`src/rtl/cross_entropy_loss_scorer_macros.svh`:
```
// ----------------------------------------------------------------------------
// cross_entropy_loss_scorer macros
// assertion helpers, empty when SYNTHESIS is set
// ----------------------------------------------------------------------------
`ifndef CROSS_ENTROPY_LOSS_SCORER_MACROS_SVH
`define CROSS_ENTROPY_LOSS_SCORER_MACROS_SVH

`ifndef SYNTHESIS
`define CEL_ASSERT(lbl, cond) \
  lbl: assert property (@(posedge clk) disable iff (rst) (cond)) \
    else $error("cel assertion failed");
`define CEL_ASSERT_NEXT(lbl, ante, cons) \
  lbl: assert property (@(posedge clk) disable iff (rst) (ante) |=> (cons)) \
    else $error("cel assertion failed");
`else
`define CEL_ASSERT(lbl, cond)
`define CEL_ASSERT_NEXT(lbl, ante, cons)
`endif

`endif

```
`src/rtl/cel_pkg.sv`:
```
// ----------------------------------------------------------------------------
// cel_pkg
// types, constants and the log table builder for the cross entropy scorer
// ----------------------------------------------------------------------------
package cel_pkg;

  localparam int MAX_CLASSES     = 16;
  localparam int LOG_TABLE_DEPTH = 256;
  localparam int LOG_IDX_W       = $clog2(LOG_TABLE_DEPTH);
  localparam int IDX_W           = $clog2(MAX_CLASSES);
  localparam int CLS_W           = 5;
  localparam int Q_W             = 17;
  localparam int NUM_W           = 34;
  localparam int DVD_W           = NUM_W + 1;
  localparam int DIV_STEPS       = DVD_W;
  localparam int DIV_CNT_W       = $clog2(DIV_STEPS + 1);
  localparam int NLOG_W          = 20;
  localparam int TERM_W          = 22;
  localparam int ROM_W           = 16;
  localparam int GRAD_W          = 41;
  localparam int LOSS_W          = 24;
  localparam int CNT_W           = 32;
  localparam int CUM_W           = 48;
  localparam int QUEUE_DEPTH     = 2;
  localparam int QPTR_W          = 1;
  localparam int QCNT_W          = 2;

  localparam logic [NLOG_W-1:0] LN2_Q16      = NLOG_W'(45426);
  localparam logic [GRAD_W-1:0] GRAD_MAG_MAX = GRAD_W'(64'h100_0000_0000);
  localparam logic [Q_W-1:0]    ONE_Q16      = Q_W'(65536);

  localparam logic OP_ELEMENT = 1'b0;
  localparam logic OP_CLEAR   = 1'b1;

  localparam logic CFG_CLASS_COUNT   = 1'b0;
  localparam logic CFG_INVERSE_BATCH = 1'b1;

  typedef struct packed {
    logic           operation;
    logic [Q_W-1:0] probability;
    logic [Q_W-1:0] target;
  } item_t;

  typedef struct packed {
    logic signed [GRAD_W-1:0] gradient;
    logic                     sample_done;
    logic [LOSS_W-1:0]        sample_loss;
    logic                     hit;
    logic [CNT_W-1:0]         correct_total;
    logic [CNT_W-1:0]         incorrect_total;
    logic [CUM_W-1:0]         loss_total;
  } result_t;

  typedef struct packed {
    logic              operation;
    logic [Q_W-1:0]    probability;
    logic              target_nz;
    logic [NUM_W-1:0]  num;
    logic [TERM_W-1:0] term;
  } entry_t;

  typedef enum logic [1:0] {F_IDLE, F_LOG, F_PUSH} front_state_t;
  typedef enum logic [1:0] {B_IDLE, B_DIV, B_FIN} back_state_t;

  // shift-subtract divide, elaboration only
  function automatic logic [63:0] udiv64(input logic [63:0] a, input logic [63:0] b);
    logic [64:0] r;
    logic [63:0] q;
    r = '0;
    q = '0;
    for (int j = 63; j >= 0; j--) begin
      r = {r[63:0], a[j]};
      if (r >= {1'b0, b}) begin
        r = r - {1'b0, b};
        q[j] = 1'b1;
      end
    end
    return q;
  endfunction

  // ln(1 + i/depth) in q.16 via 2*atanh series
  function automatic logic [LOG_TABLE_DEPTH*ROM_W-1:0] build_log_rom();
    logic [LOG_TABLE_DEPTH*ROM_W-1:0] rom;
    logic [63:0] y;
    logic [63:0] yy;
    logic [63:0] term;
    logic [63:0] sum;
    logic [63:0] ent;
    rom = '0;
    for (int i = 0; i < LOG_TABLE_DEPTH; i++) begin
      y = udiv64(64'(i) << 30, 64'(2 * LOG_TABLE_DEPTH + i));
      yy = (y * y) >> 30;
      term = y;
      sum = '0;
      for (int k = 1; k < 120; k += 2) begin
        if (term != 0) begin
          sum = sum + udiv64(term, 64'(k));
          term = (term * yy) >> 30;
        end
      end
      ent = (2 * sum + 64'(1 << 13)) >> 14;
      rom[i*ROM_W +: ROM_W] = ent[ROM_W-1:0];
    end
    return rom;
  endfunction

endpackage

```
`src/rtl/cross_entropy_loss_scorer.sv`:
```
// ----------------------------------------------------------------------------
// cross_entropy_loss_scorer
// fused categorical cross-entropy loss, gradient and accuracy scorer
// ----------------------------------------------------------------------------
// usage: one word on the item channel per class element (or a clear of the
// totals); one word leaves on the result channel for each item, in order.
// item_valid/item_ready and result_valid/result_ready are valid/ready pairs.
// configuration goes through cfg_we, cfg_index and cfg_data while idle:
// index 0 is class_count, index 1 is inverse_batch.
// the front takes a word, looks up -ln(p) and forms t*-ln(p) and
// inverse_batch*t through its idle, log and push states, then hands it
// over a two-entry queue. the back runs a one-bit-per-cycle divider for
// the gradient and a final state to update the sample state and totals.
// the back finishes one item before it pops the next, and a clear skips
// the divider. the front takes the next word while the back divides.
// reset (rst, synchronous) empties the queue, zeroes all sample state and
// totals and restores class_count 16 and inverse_batch 1.0.
// when result_ready stays low the finished word is held, the back waits
// before its commit, and the queue and then item_ready fill and stall.
// ----------------------------------------------------------------------------
module cross_entropy_loss_scorer (
  input  logic                    clk,
  input  logic                    rst,
  input  logic                    item_valid,
  output logic                    item_ready,
  input  cel_pkg::item_t          item,
  output logic                    result_valid,
  input  logic                    result_ready,
  output cel_pkg::result_t        result,
  input  logic                    cfg_we,
  input  logic                    cfg_index,
  input  logic [cel_pkg::Q_W-1:0] cfg_data
);

  logic [cel_pkg::CLS_W-1:0] class_count;
  logic [cel_pkg::Q_W-1:0]   inverse_batch;

  logic            push;
  logic            full;
  logic            pop;
  logic            pop_valid;
  cel_pkg::entry_t push_data;
  cel_pkg::entry_t pop_data;

  always_ff @(posedge clk) begin
    if (rst) begin
      class_count   <= cel_pkg::CLS_W'(cel_pkg::MAX_CLASSES);
      inverse_batch <= cel_pkg::ONE_Q16;
    end else if (cfg_we) begin
      case (cfg_index)
        cel_pkg::CFG_CLASS_COUNT:   class_count   <= cfg_data[cel_pkg::CLS_W-1:0];
        cel_pkg::CFG_INVERSE_BATCH: inverse_batch <= cfg_data;
        default: ;
      endcase
    end
  end

  cel_front u_front (
    .clk           (clk),
    .rst           (rst),
    .item_valid    (item_valid),
    .item_ready    (item_ready),
    .item          (item),
    .inverse_batch (inverse_batch),
    .push          (push),
    .push_data     (push_data),
    .full          (full)
  );

  cel_queue u_queue (
    .clk       (clk),
    .rst       (rst),
    .push      (push),
    .push_data (push_data),
    .full      (full),
    .pop       (pop),
    .pop_valid (pop_valid),
    .pop_data  (pop_data)
  );

  cel_back u_back (
    .clk          (clk),
    .rst          (rst),
    .pop_valid    (pop_valid),
    .pop_data     (pop_data),
    .pop          (pop),
    .class_count  (class_count),
    .result_valid (result_valid),
    .result_ready (result_ready),
    .result       (result)
  );

endmodule

```
`src/rtl/cel_front.sv`:
```
// ----------------------------------------------------------------------------
// cel_front
// takes input words, looks up -ln(p) and forms the loss term and divide numerator
// ----------------------------------------------------------------------------
module cel_front (
  input  logic                      clk,
  input  logic                      rst,
  input  logic                      item_valid,
  output logic                      item_ready,
  input  cel_pkg::item_t            item,
  input  logic [cel_pkg::Q_W-1:0]   inverse_batch,
  output logic                      push,
  output cel_pkg::entry_t           push_data,
  input  logic                      full
);

  localparam logic [cel_pkg::LOG_TABLE_DEPTH*cel_pkg::ROM_W-1:0] LOG_ROM =
    cel_pkg::build_log_rom();

  cel_pkg::front_state_t state, state_next;

  logic                          op_r;
  logic [cel_pkg::Q_W-1:0]       p_r;
  logic [cel_pkg::Q_W-1:0]       t_r;
  logic [cel_pkg::NLOG_W-1:0]    nlog_r;
  logic [cel_pkg::NUM_W-1:0]     num_r;

  logic [cel_pkg::Q_W-1:0]       pc;
  logic [4:0]                    lead;
  logic [cel_pkg::Q_W-1:0]       diff;
  logic [cel_pkg::Q_W+cel_pkg::LOG_IDX_W-1:0] shifted;
  logic [cel_pkg::LOG_IDX_W-1:0] idx;
  logic [cel_pkg::ROM_W-1:0]     lval;
  logic [cel_pkg::NLOG_W-1:0]    base;
  logic [cel_pkg::NLOG_W-1:0]    nlog;
  logic [37:0]                   term_full;

  always_comb begin
    if (p_r > cel_pkg::ONE_Q16) pc = cel_pkg::ONE_Q16;
    else if (p_r == '0) pc = cel_pkg::Q_W'(1);
    else pc = p_r;
    lead = '0;
    for (int j = 1; j < cel_pkg::Q_W; j++) begin
      if (pc[j]) lead = 5'(j);
    end
    diff    = pc - (cel_pkg::Q_W'(1) << lead);
    shifted = ({{cel_pkg::LOG_IDX_W{1'b0}}, diff} << cel_pkg::LOG_IDX_W) >> lead;
    idx     = shifted[cel_pkg::LOG_IDX_W-1:0];
    lval    = LOG_ROM[idx*cel_pkg::ROM_W +: cel_pkg::ROM_W];
    base    = cel_pkg::NLOG_W'(5'd16 - lead) * cel_pkg::LN2_Q16;
    nlog    = (base > cel_pkg::NLOG_W'(lval)) ? base - cel_pkg::NLOG_W'(lval) : '0;
  end

  assign term_full = 38'(t_r) * 38'(nlog_r) + 38'(32768);

  always_comb begin
    state_next = state;
    item_ready = 1'b0;
    push       = 1'b0;
    unique case (state)
      cel_pkg::F_IDLE: begin
        item_ready = 1'b1;
        if (item_valid) state_next = cel_pkg::F_LOG;
      end
      cel_pkg::F_LOG: state_next = cel_pkg::F_PUSH;
      cel_pkg::F_PUSH: begin
        if (!full) begin
          push       = 1'b1;
          state_next = cel_pkg::F_IDLE;
        end
      end
      default: state_next = cel_pkg::F_IDLE;
    endcase
  end

  assign push_data.operation   = op_r;
  assign push_data.probability = p_r;
  assign push_data.target_nz   = (t_r != '0);
  assign push_data.num         = num_r;
  assign push_data.term        = term_full[16 +: cel_pkg::TERM_W];

  always_ff @(posedge clk) begin
    if (rst) state <= cel_pkg::F_IDLE;
    else state <= state_next;
  end

  always_ff @(posedge clk) begin
    if (state == cel_pkg::F_IDLE && item_valid) begin
      op_r <= item.operation;
      p_r  <= item.probability;
      t_r  <= item.target;
    end
    if (state == cel_pkg::F_LOG) begin
      nlog_r <= nlog;
      num_r  <= cel_pkg::NUM_W'(inverse_batch) * cel_pkg::NUM_W'(t_r);
    end
  end

endmodule

```
`src/rtl/cel_queue.sv`:
```
// ----------------------------------------------------------------------------
// cel_queue
// two-entry queue between the front and the back
// ----------------------------------------------------------------------------
module cel_queue (
  input  logic            clk,
  input  logic            rst,
  input  logic            push,
  input  cel_pkg::entry_t push_data,
  output logic            full,
  input  logic            pop,
  output logic            pop_valid,
  output cel_pkg::entry_t pop_data
);

  cel_pkg::entry_t mem [cel_pkg::QUEUE_DEPTH];

  logic [cel_pkg::QPTR_W-1:0] wr_ptr;
  logic [cel_pkg::QPTR_W-1:0] rd_ptr;
  logic [cel_pkg::QCNT_W-1:0] count;

  assign full      = (count == cel_pkg::QCNT_W'(cel_pkg::QUEUE_DEPTH));
  assign pop_valid = (count != '0);
  assign pop_data  = mem[rd_ptr];

  always_ff @(posedge clk) begin
    if (rst) begin
      wr_ptr <= '0;
      rd_ptr <= '0;
      count  <= '0;
    end else begin
      if (push) wr_ptr <= wr_ptr + 1'b1;
      if (pop) rd_ptr <= rd_ptr + 1'b1;
      count <= count + cel_pkg::QCNT_W'(push) - cel_pkg::QCNT_W'(pop);
    end
  end

  always_ff @(posedge clk) begin
    if (push) mem[wr_ptr] <= push_data;
  end

endmodule

```
`src/rtl/cel_back.sv`:
```
// ----------------------------------------------------------------------------
// cel_back
// serial divide for the gradient, sample tracking and score totals
// ----------------------------------------------------------------------------
`include "cross_entropy_loss_scorer_macros.svh"

module cel_back (
  input  logic                      clk,
  input  logic                      rst,
  input  logic                      pop_valid,
  input  cel_pkg::entry_t           pop_data,
  output logic                      pop,
  input  logic [cel_pkg::CLS_W-1:0] class_count,
  output logic                      result_valid,
  input  logic                      result_ready,
  output cel_pkg::result_t          result
);

  cel_pkg::back_state_t state, state_next;

  cel_pkg::entry_t                ent;
  logic [cel_pkg::DVD_W-1:0]      dvd;
  logic [cel_pkg::Q_W-1:0]        rem;
  logic [cel_pkg::DIV_CNT_W-1:0]  cnt;

  logic [cel_pkg::IDX_W-1:0]  element_index;
  logic [cel_pkg::Q_W-1:0]    best_value;
  logic [cel_pkg::IDX_W-1:0]  best_index;
  logic [cel_pkg::IDX_W-1:0]  active_class;
  logic [cel_pkg::LOSS_W-1:0] running_loss;
  logic [cel_pkg::CNT_W-1:0]  correct_count;
  logic [cel_pkg::CNT_W-1:0]  incorrect_count;
  logic [cel_pkg::CUM_W-1:0]  cumulative_loss;

  logic                       commit;
  logic [cel_pkg::Q_W:0]      trial;
  logic                       qbit;
  logic [cel_pkg::CLS_W-1:0]  count_eff;
  logic                       better;
  logic [cel_pkg::IDX_W-1:0]  best_index_next;
  logic [cel_pkg::IDX_W-1:0]  active_next;
  logic [cel_pkg::LOSS_W:0]   loss_sum;
  logic [cel_pkg::LOSS_W-1:0] running_next;
  logic                       done;
  logic                       hit;
  logic [cel_pkg::CUM_W:0]    cum_sum;
  logic [cel_pkg::CUM_W-1:0]  cum_next;
  logic [cel_pkg::CNT_W-1:0]  correct_next;
  logic [cel_pkg::CNT_W-1:0]  incorrect_next;
  logic [cel_pkg::GRAD_W-1:0] mag;

  assign trial = {rem, dvd[cel_pkg::DVD_W-1]};
  assign qbit  = (trial >= {1'b0, ent.probability});

  always_comb begin
    state_next = state;
    pop        = 1'b0;
    commit     = 1'b0;
    unique case (state)
      cel_pkg::B_IDLE: begin
        if (pop_valid) begin
          pop = 1'b1;
          if (pop_data.operation == cel_pkg::OP_CLEAR) state_next = cel_pkg::B_FIN;
          else state_next = cel_pkg::B_DIV;
        end
      end
      cel_pkg::B_DIV: begin
        if (cnt == cel_pkg::DIV_CNT_W'(cel_pkg::DIV_STEPS - 1)) state_next = cel_pkg::B_FIN;
      end
      cel_pkg::B_FIN: begin
        if (!result_valid || result_ready) begin
          commit     = 1'b1;
          state_next = cel_pkg::B_IDLE;
        end
      end
      default: state_next = cel_pkg::B_IDLE;
    endcase
  end

  always_comb begin
    if (class_count == '0) count_eff = cel_pkg::CLS_W'(1);
    else if (class_count > cel_pkg::CLS_W'(cel_pkg::MAX_CLASSES))
      count_eff = cel_pkg::CLS_W'(cel_pkg::MAX_CLASSES);
    else count_eff = class_count;
    better          = (ent.probability > best_value);
    best_index_next = better ? element_index : best_index;
    active_next     = ent.target_nz ? element_index : active_class;
    loss_sum        = {1'b0, running_loss} + (cel_pkg::LOSS_W+1)'(ent.term);
    running_next    = loss_sum[cel_pkg::LOSS_W] ? '1 : loss_sum[cel_pkg::LOSS_W-1:0];
    done            = ({1'b0, element_index} + cel_pkg::CLS_W'(1)) >= count_eff;
    hit             = done && (best_index_next == active_next);
    cum_sum         = {1'b0, cumulative_loss} + (cel_pkg::CUM_W+1)'(running_next);
    if (ent.probability == '0)
      mag = (ent.num == '0) ? '0 : cel_pkg::GRAD_MAG_MAX;
    else mag = cel_pkg::GRAD_W'(dvd);
    cum_next       = cumulative_loss;
    correct_next   = correct_count;
    incorrect_next = incorrect_count;
    if (ent.operation == cel_pkg::OP_CLEAR) begin
      cum_next       = '0;
      correct_next   = '0;
      incorrect_next = '0;
    end else if (done) begin
      cum_next = cum_sum[cel_pkg::CUM_W] ? '1 : cum_sum[cel_pkg::CUM_W-1:0];
      if (hit) begin
        if (correct_count != '1) correct_next = correct_count + 1'b1;
      end else begin
        if (incorrect_count != '1) incorrect_next = incorrect_count + 1'b1;
      end
    end
  end

  always_ff @(posedge clk) begin
    if (rst) state <= cel_pkg::B_IDLE;
    else state <= state_next;
  end

  always_ff @(posedge clk) begin
    if (state == cel_pkg::B_IDLE && pop_valid) begin
      ent <= pop_data;
      dvd <= cel_pkg::DVD_W'(pop_data.num) + cel_pkg::DVD_W'(pop_data.probability >> 1);
      rem <= '0;
      cnt <= '0;
    end
    if (state == cel_pkg::B_DIV) begin
      rem <= qbit ? cel_pkg::Q_W'(trial - {1'b0, ent.probability}) : trial[cel_pkg::Q_W-1:0];
      dvd <= {dvd[cel_pkg::DVD_W-2:0], qbit};
      cnt <= cnt + 1'b1;
    end
    if (commit) begin
      result.correct_total   <= correct_next;
      result.incorrect_total <= incorrect_next;
      result.loss_total      <= cum_next;
      if (ent.operation == cel_pkg::OP_CLEAR) begin
        result.gradient    <= '0;
        result.sample_done <= 1'b0;
        result.sample_loss <= '0;
        result.hit         <= 1'b0;
      end else begin
        result.gradient    <= $signed(-mag);
        result.sample_done <= done;
        result.sample_loss <= done ? running_next : '0;
        result.hit         <= hit;
      end
    end
  end

  always_ff @(posedge clk) begin
    if (rst) begin
      result_valid    <= 1'b0;
      element_index   <= '0;
      best_value      <= '0;
      best_index      <= '0;
      active_class    <= '0;
      running_loss    <= '0;
      correct_count   <= '0;
      incorrect_count <= '0;
      cumulative_loss <= '0;
    end else begin
      if (commit) result_valid <= 1'b1;
      else if (result_ready) result_valid <= 1'b0;
      if (commit) begin
        correct_count   <= correct_next;
        incorrect_count <= incorrect_next;
        cumulative_loss <= cum_next;
        if (ent.operation == cel_pkg::OP_ELEMENT) begin
          active_class <= active_next;
          if (done) begin
            element_index <= '0;
            best_value    <= '0;
            best_index    <= '0;
            running_loss  <= '0;
          end else begin
            element_index <= element_index + 1'b1;
            running_loss  <= running_next;
            best_index    <= best_index_next;
            if (better) best_value <= ent.probability;
          end
        end
      end
    end
  end

  `CEL_ASSERT(a_pop_idle, !pop || state == cel_pkg::B_IDLE)
  `CEL_ASSERT(a_cnt_range, state != cel_pkg::B_DIV || cnt < cel_pkg::DIV_CNT_W'(cel_pkg::DIV_STEPS))
  `CEL_ASSERT_NEXT(a_done_wrap, commit && ent.operation == cel_pkg::OP_ELEMENT && done, element_index == '0 && running_loss == '0)
  `CEL_ASSERT_NEXT(a_commit_valid, commit, result_valid)

endmodule
```
`config.mk`:
```
export PLATFORM = sky130hd
export DESIGN_NAME = cross_entropy_loss_scorer
export DESIGN_NICKNAME = d
export VERILOG_FILES = /design/src/rtl/cel_pkg.sv /design/src/rtl/cross_entropy_loss_scorer.sv /design/src/rtl/cel_front.sv /design/src/rtl/cel_queue.sv /design/src/rtl/cel_back.sv
export VERILOG_INCLUDE_DIRS = /design/src /design/src/rtl
export SDC_FILE = /design/constraint.sdc
export NUM_CORES = 2
export LEC_CHECK = 0
export BUFFER_PORTS_ARGS = -buffer_cell sky130_fd_sc_hd__buf_2
export CORE_UTILIZATION = 35
export DETAILED_ROUTE_END_ITERATION = 12
export GPL_TIMING_DRIVEN = 0
export PLACE_DENSITY = 0.58
export SLEW_MARGIN = 0
export SYNTH_ARGS = -nofsm -noshare
export SYNTH_HDL_FRONTEND = slang
export SYNTH_SLANG_ARGS = --single-unit
export TNS_END_PERCENT = 100
```
`constraint.sdc`:
```
create_clock -name clk -period 20.6 [get_ports clk]
set_input_delay 0 -clock clk [delete_from_list [all_inputs] [get_ports clk]]
set_output_delay 0 -clock clk [all_outputs]
set_load 0.02 [all_outputs]
```
## Yosys cells after proc, flatten, opt, wreduce, memory -nomap -nowiden

Memories as Yosys holds them, arrays and structs flattened. A register that Yosys moved wholly into a read port is not among the register bits.
Index checks and enable logic that the tools add are counted.

- Memories: 1
- Memory bits (writable): 150
- Register bits: 597
- Output and inout port bits: 181

- $add $sub $neg: 18
- Reduce and logical (&&, ||, !) cells: 23
- $mul: 3
- Order comparisons: 6
- Shift-type cells: 3
- Bitwise operators: 3
- Mux-type cells: 69
- Eq/ne operators: 14

Memory list:

| name | depth | width | read ports | clocked after memory_dff | write ports | line | source |
|---|---|---|---|---|---|---|---|
| u_queue.mem | 2 | 75 | 1 | 1 | 1 | cel_queue.sv:16 | `cel_pkg::entry_t mem [cel_pkg::QUEUE_DEPTH];` |

Operator list:

| kind | number |
|---|---|
| 4096-bit by 13-bit indexed part select with 16-bit output, first input constant | 1 |
| 32-bit 2-to-1 mux | 8 |
| 48-bit 2-to-1 mux | 3 |
| 17-bit 2-to-1 mux | 7 |
| 41-bit 2-to-1 mux | 2 |
| 35-bit 2-to-1 mux | 2 |
| 32-bit by 1-bit adder with 32-bit output, second input constant | 2 |
| 32-bit inequality test, second input constant | 2 |
| 48-bit by 24-bit adder with 49-bit output | 1 |
| 24-bit 2-to-1 mux | 2 |
| 4-bit 2-to-1 mux | 12 |
| 41-bit negator | 1 |
| 37-bit by 16-bit adder with 38-bit output, second input constant | 1 |
| 17-bit by 20-bit multiplier with 37-bit output | 1 |
| 34-bit by 16-bit adder with 35-bit output | 1 |
| 17-bit logical NOT | 2 |
| 34-bit logical NOT | 1 |
| 17-bit by 17-bit multiplier with 34-bit output | 1 |
| 17-bit subtractor | 2 |
| 24-bit by 22-bit adder with 25-bit output | 1 |
| 25-bit by 5-bit >> shifter with 8-bit output | 1 |
| 20-bit by 16-bit > comparator with 1-bit output | 1 |
| 20-bit by 15-bit multiplier with 19-bit output, second input constant | 1 |
| 20-bit by 16-bit subtractor with 20-bit output | 1 |
| 36 further kinds | 82 |

## Depth between registers and ports, before layout

- Depth in word-level cells: 24
- Depth in mapped cells: 51
- Mapped depth without buffers: 45

## Modules after synthesis

Synthesis repeated with hierarchy kept, for this count alone.

- Cell total of the unflattened synthesis: 6,731
- Area total of the unflattened synthesis: 63,672.3 µm²

By module, submodules not included:

| module | sequential area each (µm²) | cells an instance | times used | area each (µm²) |
|---|---|---|---|---|
| cel_front | 2,712.6 | 3,679 | 1 | 31,148.6 |
| cel_back | 12,732.2 | 2,702 | 1 | 25,692.1 |
| cel_queue | 4,604.4 | 254 | 1 | 5,833.1 |
| cross_entropy_loss_scorer | 440.4 | 96 | 1 | 998.5 |

## Least setup slack after synthesis

Ideal clock, no wire load.

- Path type: register to register
- From: register u_front.p_r[2] (netlist bit)
- To: register u_front.nlog_r[10] (netlist bit) (data pin)
- Clock period less this slack: 10.438 ns
- Buffers on the path: 11
- Cell stages (with the launch flop): 48
- Slack: 10.162 ns
- Arrival: 10.172 ns
- Setup time: 0.266 ns
- Cell sequence: edfxtp_1 -> nor2_1 -> o311ai_1 -> a311oi_1 -> nor2_1 -> inv_1 -> buf_2 -> buf_2 -> ha_1 -> ha_1 -> nand2_1 -> ha_1 -> a21o_1 -> a21o_1 -> mux2_2 -> or4b_1 -> nor2_1 -> o32ai_1 -> [12 not listed] -> o21ai_0 -> a31oi_1 -> ha_1 -> nor2b_1 -> o21ai_0 -> nand2b_1 -> a21o_1 -> a21o_1 -> a21o_1 -> a21o_1 -> a221oi_1 -> o21ai_0 -> o31ai_1 -> or4bb_1 -> nor2b_1 -> clkbuf_1 -> clkbuf_1 -> nor2_1

- Longest elaborated chain between the ends: 24
- Elaborated cells on any way between the ends: 28
- Classes of those cells: add/sub (3); mul (1); order compare (2); shift (3); mux (18); reduce/logical (1)

RTL lines:

| element | line | source |
|---|---|---|
| start, declared | cel_front.sv:23 | `logic [cel_pkg::Q_W-1:0] p_r;` |
| start signal, assigned | cel_front.sv:90 | `p_r <= item.probability;` |
| branches (longest 2 deep; another with 17-bit > comparator) | -- |  |
| 17-bit 2-to-1 mux (*) | cel_front.sv:39 | `if (p_r > cel_pkg::ONE_Q16) pc = cel_pkg::ONE_Q16;` |
| 1-bit 2-to-1 mux | cel_front.sv:44 | `if (pc[j]) lead = 5'(j);` |
| 2-bit 2-to-1 mux (2 in series) | cel_front.sv:44 |  |
| 3-bit 2-to-1 mux (4 in series) | cel_front.sv:44 |  |
| 4-bit 2-to-1 mux (8 in series) | cel_front.sv:44 |  |
| 5-bit 2-to-1 mux | cel_front.sv:44 |  |
| 1-bit by 5-bit << shifter with 17-bit output | cel_front.sv:46 | `diff = pc - (cel_pkg::Q_W'(1) << lead);` |
| 17-bit subtractor | cel_front.sv:46 |  |
| 25-bit by 5-bit >> shifter with 8-bit output | cel_front.sv:47 | `shifted = ({{cel_pkg::LOG_IDX_W{1'b0}}, diff} << cel_pkg::LOG_IDX_W) >> lead;` |
| 4096-bit by 13-bit indexed part select with 16-bit output | cel_front.sv:49 | `lval = LOG_ROM[idx*cel_pkg::ROM_W +: cel_pkg::ROM_W];` |
| 20-bit by 16-bit subtractor with 20-bit output or 20-bit by 16-bit > comparator with 1-bit output (tied branches) | cel_front.sv:51 | `nlog = (base > cel_pkg::NLOG_W'(lval)) ? base - cel_pkg::NLOG_W'(lval) : '0;` |
| end signal, assigned | cel_front.sv:94 | `nlog_r <= nlog;` |
| end, declared | cel_front.sv:25 | `logic [cel_pkg::NLOG_W-1:0] nlog_r;` |

Every way passes the cells marked *.
A chain may end at the register's enable or synchronous reset.

## Worst setup path after layout

- From: register u_front.p_r[2] (netlist bit)
- To: register u_front.nlog_r[7] (netlist bit) (data pin)

The elaborated chain is that of the path after synthesis.

==> impl_metrics.tcl <==
set metrics [dict create \
    dieWidth_um 422 \
    core_area_mm2 0.175 \
    hold_viol_final 0 \
    grt_pass1_wl_um 319000 \
    r2r_slack_ps 5310 \
    synth_top_area_frac 0.268 \
    routabilityCongestion 0.949 \
    synth.most_common_cell "nand2_1" \
    r2r-start "u_front.p_r[2]" \
    avgRoutedWirePerCell_um 22.4 \
    antenna_found_initial 8 \
    relSlewSlack 0.0905 \
    path_class "reg -> reg" \
    min_path_type "in -> reg" \
    drive_gt1_frac 0.0761 \
    pre_cts_slack_ps 5940 \
    rsz0062_at_grt "no" \
    cap_violations 0 \
    io_pins 239 \
    critPathRequiredTime_ps 21020 \
    status "finished, final reports clean" \
    clock_skew_ps 28.1 \
    cts_max_path_buffers 3 \
    cts_buffers 82 \
    ys_top_cells_by_count "nand2_1, inv_1, edfxtp_1, nor2_1, fa_1" \
    period_needed_ps 15290 \
    crit_end "u_front.nlog_r[7]" \
    critPathMaxFanout 12 \
    vias 50300 \
    syn_avg_cell_area_um2 9.35 \
    grt_max_degree 58 \
    final_cell_area_mm2 0.0701 \
    finalCritPeriodShare 0.742 \
    syn-cell-area_mm2 0.0618 \
    cp-start-kind "flip-flop" \
    synth_edf_count 551 \
    synthArstFlopShare 0 \
    synthFlopType "edfxtp_1" \
    fmax_mhz 65.4 \
    setup_viol 0 \
    avgViaCountPerCell 5.33 \
    yosys-top-cells-area "edfxtp_1, fa_1, ha_1, dfxtp_1, nand2_1" \
    multi_input_area_mm2 0.0372 \
    grt_use_total 0.235 \
    ys_seq_elements 748 \
    grt_pass1_vias 51300 \
    ys_seq_area_frac 0.332 \
    rr_worst_depth 46 \
    die-area_mm2 0.178 \
    yosys.area.top_type "edfxtp_1" \
    cpMaxStageDelayCell "nor2_1" \
    initialDrtViolationCount 3764 \
    end_kind "flip-flop" \
    firstDrtPassIters 6 \
    root_buffer "clkbuf_16" \
    synthCells 6604 \
    worstSkewPairLatency_ps 690 \
    syn_to_final_growth_pct 13.5 \
    cts_tree "done" \
    placed_area_mm2 0.0663 \
    crit_top_cell "ha_1" \
    fillers 17400 \
    regArea_mm2 0.0205 \
    synth_cell_type_count 100 \
    cpPeakStageDelay_ps 1100 \
    drv_slew 0 \
    port_buffers 237 \
    tightest_slew_ps 1330 \
    tns_ps 0 \
    cp.arrival_ps 15720 \
    row_count 153 \
    startpoint "u_front.p_r[2]" \
    dp_hpwl_um 165000 \
    cts.reportedPaths.clkPinSlew_ps 70 \
    critical_path.reg2reg.endpoint "u_front.nlog_r[7]" \
    die_h_um 422 \
    final_nets 8056 \
    worst_slack_ps 5310 \
    route.detailed.drc 0 \
    clock-sinks 748 \
    routed_wl_um 211000 \
    ant_nets 0 \
    yosys_warnings 0 \
    overflow 0 \
    initial_core_util 0.354 \
    cts_max_level 3 \
]
[how the worst min path moves through the flow]
stage               cells after the start               to     start
finish                                  2  u_front.t_r[16]  item[16]
global route                            2  u_front.t_r[12]  item[12]
CTS                                     2   u_front.t_r[9]   item[9]
detailed placement                      1   u_front.t_r[4]   item[4]
global placement                        1  u_front.t_r[10]  item[10]
floorplan                               0     u_front.op_r  item[34]
[layout by cell type (no fill, tap or decap), types with 18 or more instances in the layout]
cell type	Yosys	final
nor3_1	98	97
o211ai_1	39	39
ha_1	446	446
nand2_1	885	885
xnor2_1	149	149
a311oi_1	24	24
clkbuf_16	0	84
xor2_1	91	91
nor2_1	540	540
o21bai_1	19	19
a21o_1	57	57
o22ai_1	18	18
dlygate4sd3_1	0	87
and3_1	53	53
nand2b_1	42	42
a31oi_1	64	64
o31ai_1	26	26
nor4_1	30	29
o21ai_0	265	265
mux2i_1	52	52
nand3_1	112	112
a21boi_0	23	23
and2_1	277	275
inv_1	731	731
a211oi_1	47	47
fa_1	511	511
clkbuf_1	293	308
edfxtp_1	551	551
nand4_1	33	33
dfxtp_1	197	197
buf_1	36	36
nor2b_1	49	47
a22oi_1	29	29
a21oi_1	423	422
or3_1	34	34
o21a_1	23	23
buf_2	23	260
mux2_2	72	72
[routing by layer]
metal,vias up,wire length (um),global-route usage
li1,23200,-,-
met1,24800,88700,0.300
met2,1779,99200,0.390
met3,475,12000,0.0318
met4,4,11200,0.115
met5,-,27,0
[area by class of cell]
cell class	count	share of cell area
multi-input cells	4772	0.531
flip-flops and latches	748	0.292
well taps	2325	0.0415
inverters	737	0.0395
repair buffers	343	0.0342
clock buffers	102	0.0312
plain buffers	357	0.0199
clock inverters	50	0.0102
diodes	5	0.000179
[registers in the layout (all words and copies together) (netlist names), 32 cells and up, named ones only]
register                cells
u_queue.mem               150
u_back.result             179
u_back.dvd                 35
u_back.ent                 75
u_back.correct_count       32
u_back.incorrect_count     32
u_front.num_r              34
u_back.cumulative_loss     48
[cells by family after synthesis]
group           Yosys count  synth area share
buf+inv                1094            0.0673
mux                     125            0.0219
flops                   748             0.332
xor+xnor                240            0.0340
fa+ha+maj               958             0.256
compound gates         1216             0.123
other cells               2          0.000122
simple gates           2221             0.165
[timing repair]
action	4_1_cts	5_1_grt
resized for setup	0	0
hold buffers	87	0
endpoints found under the hold margin	74	0
buffers inserted	0	0
[worst max-delay path: cells and delay by family (launching register included)]
kind                       cells  cell delay (ps)
adders and majority gates      6             1720
and+or+nand+nor               13             4090
muxes                          1              250
DFF                            1              570
AOI/OAI and AO/OA             17             5510
buffers and inverters          9             2850
[through the flow]
stage	cells	util	hold WS, ps
finish	9439	0.401	43.0
global route	9438	0.401	43.2
CTS	9434	0.401	0.983
detailed placement	9195	0.380	179
global placement	9176	0.378	180
floorplan	6614	-	98.9
Power is not shown: default switching activity piles up to over one toggle a cycle in this logic, so the estimate is an artifact.
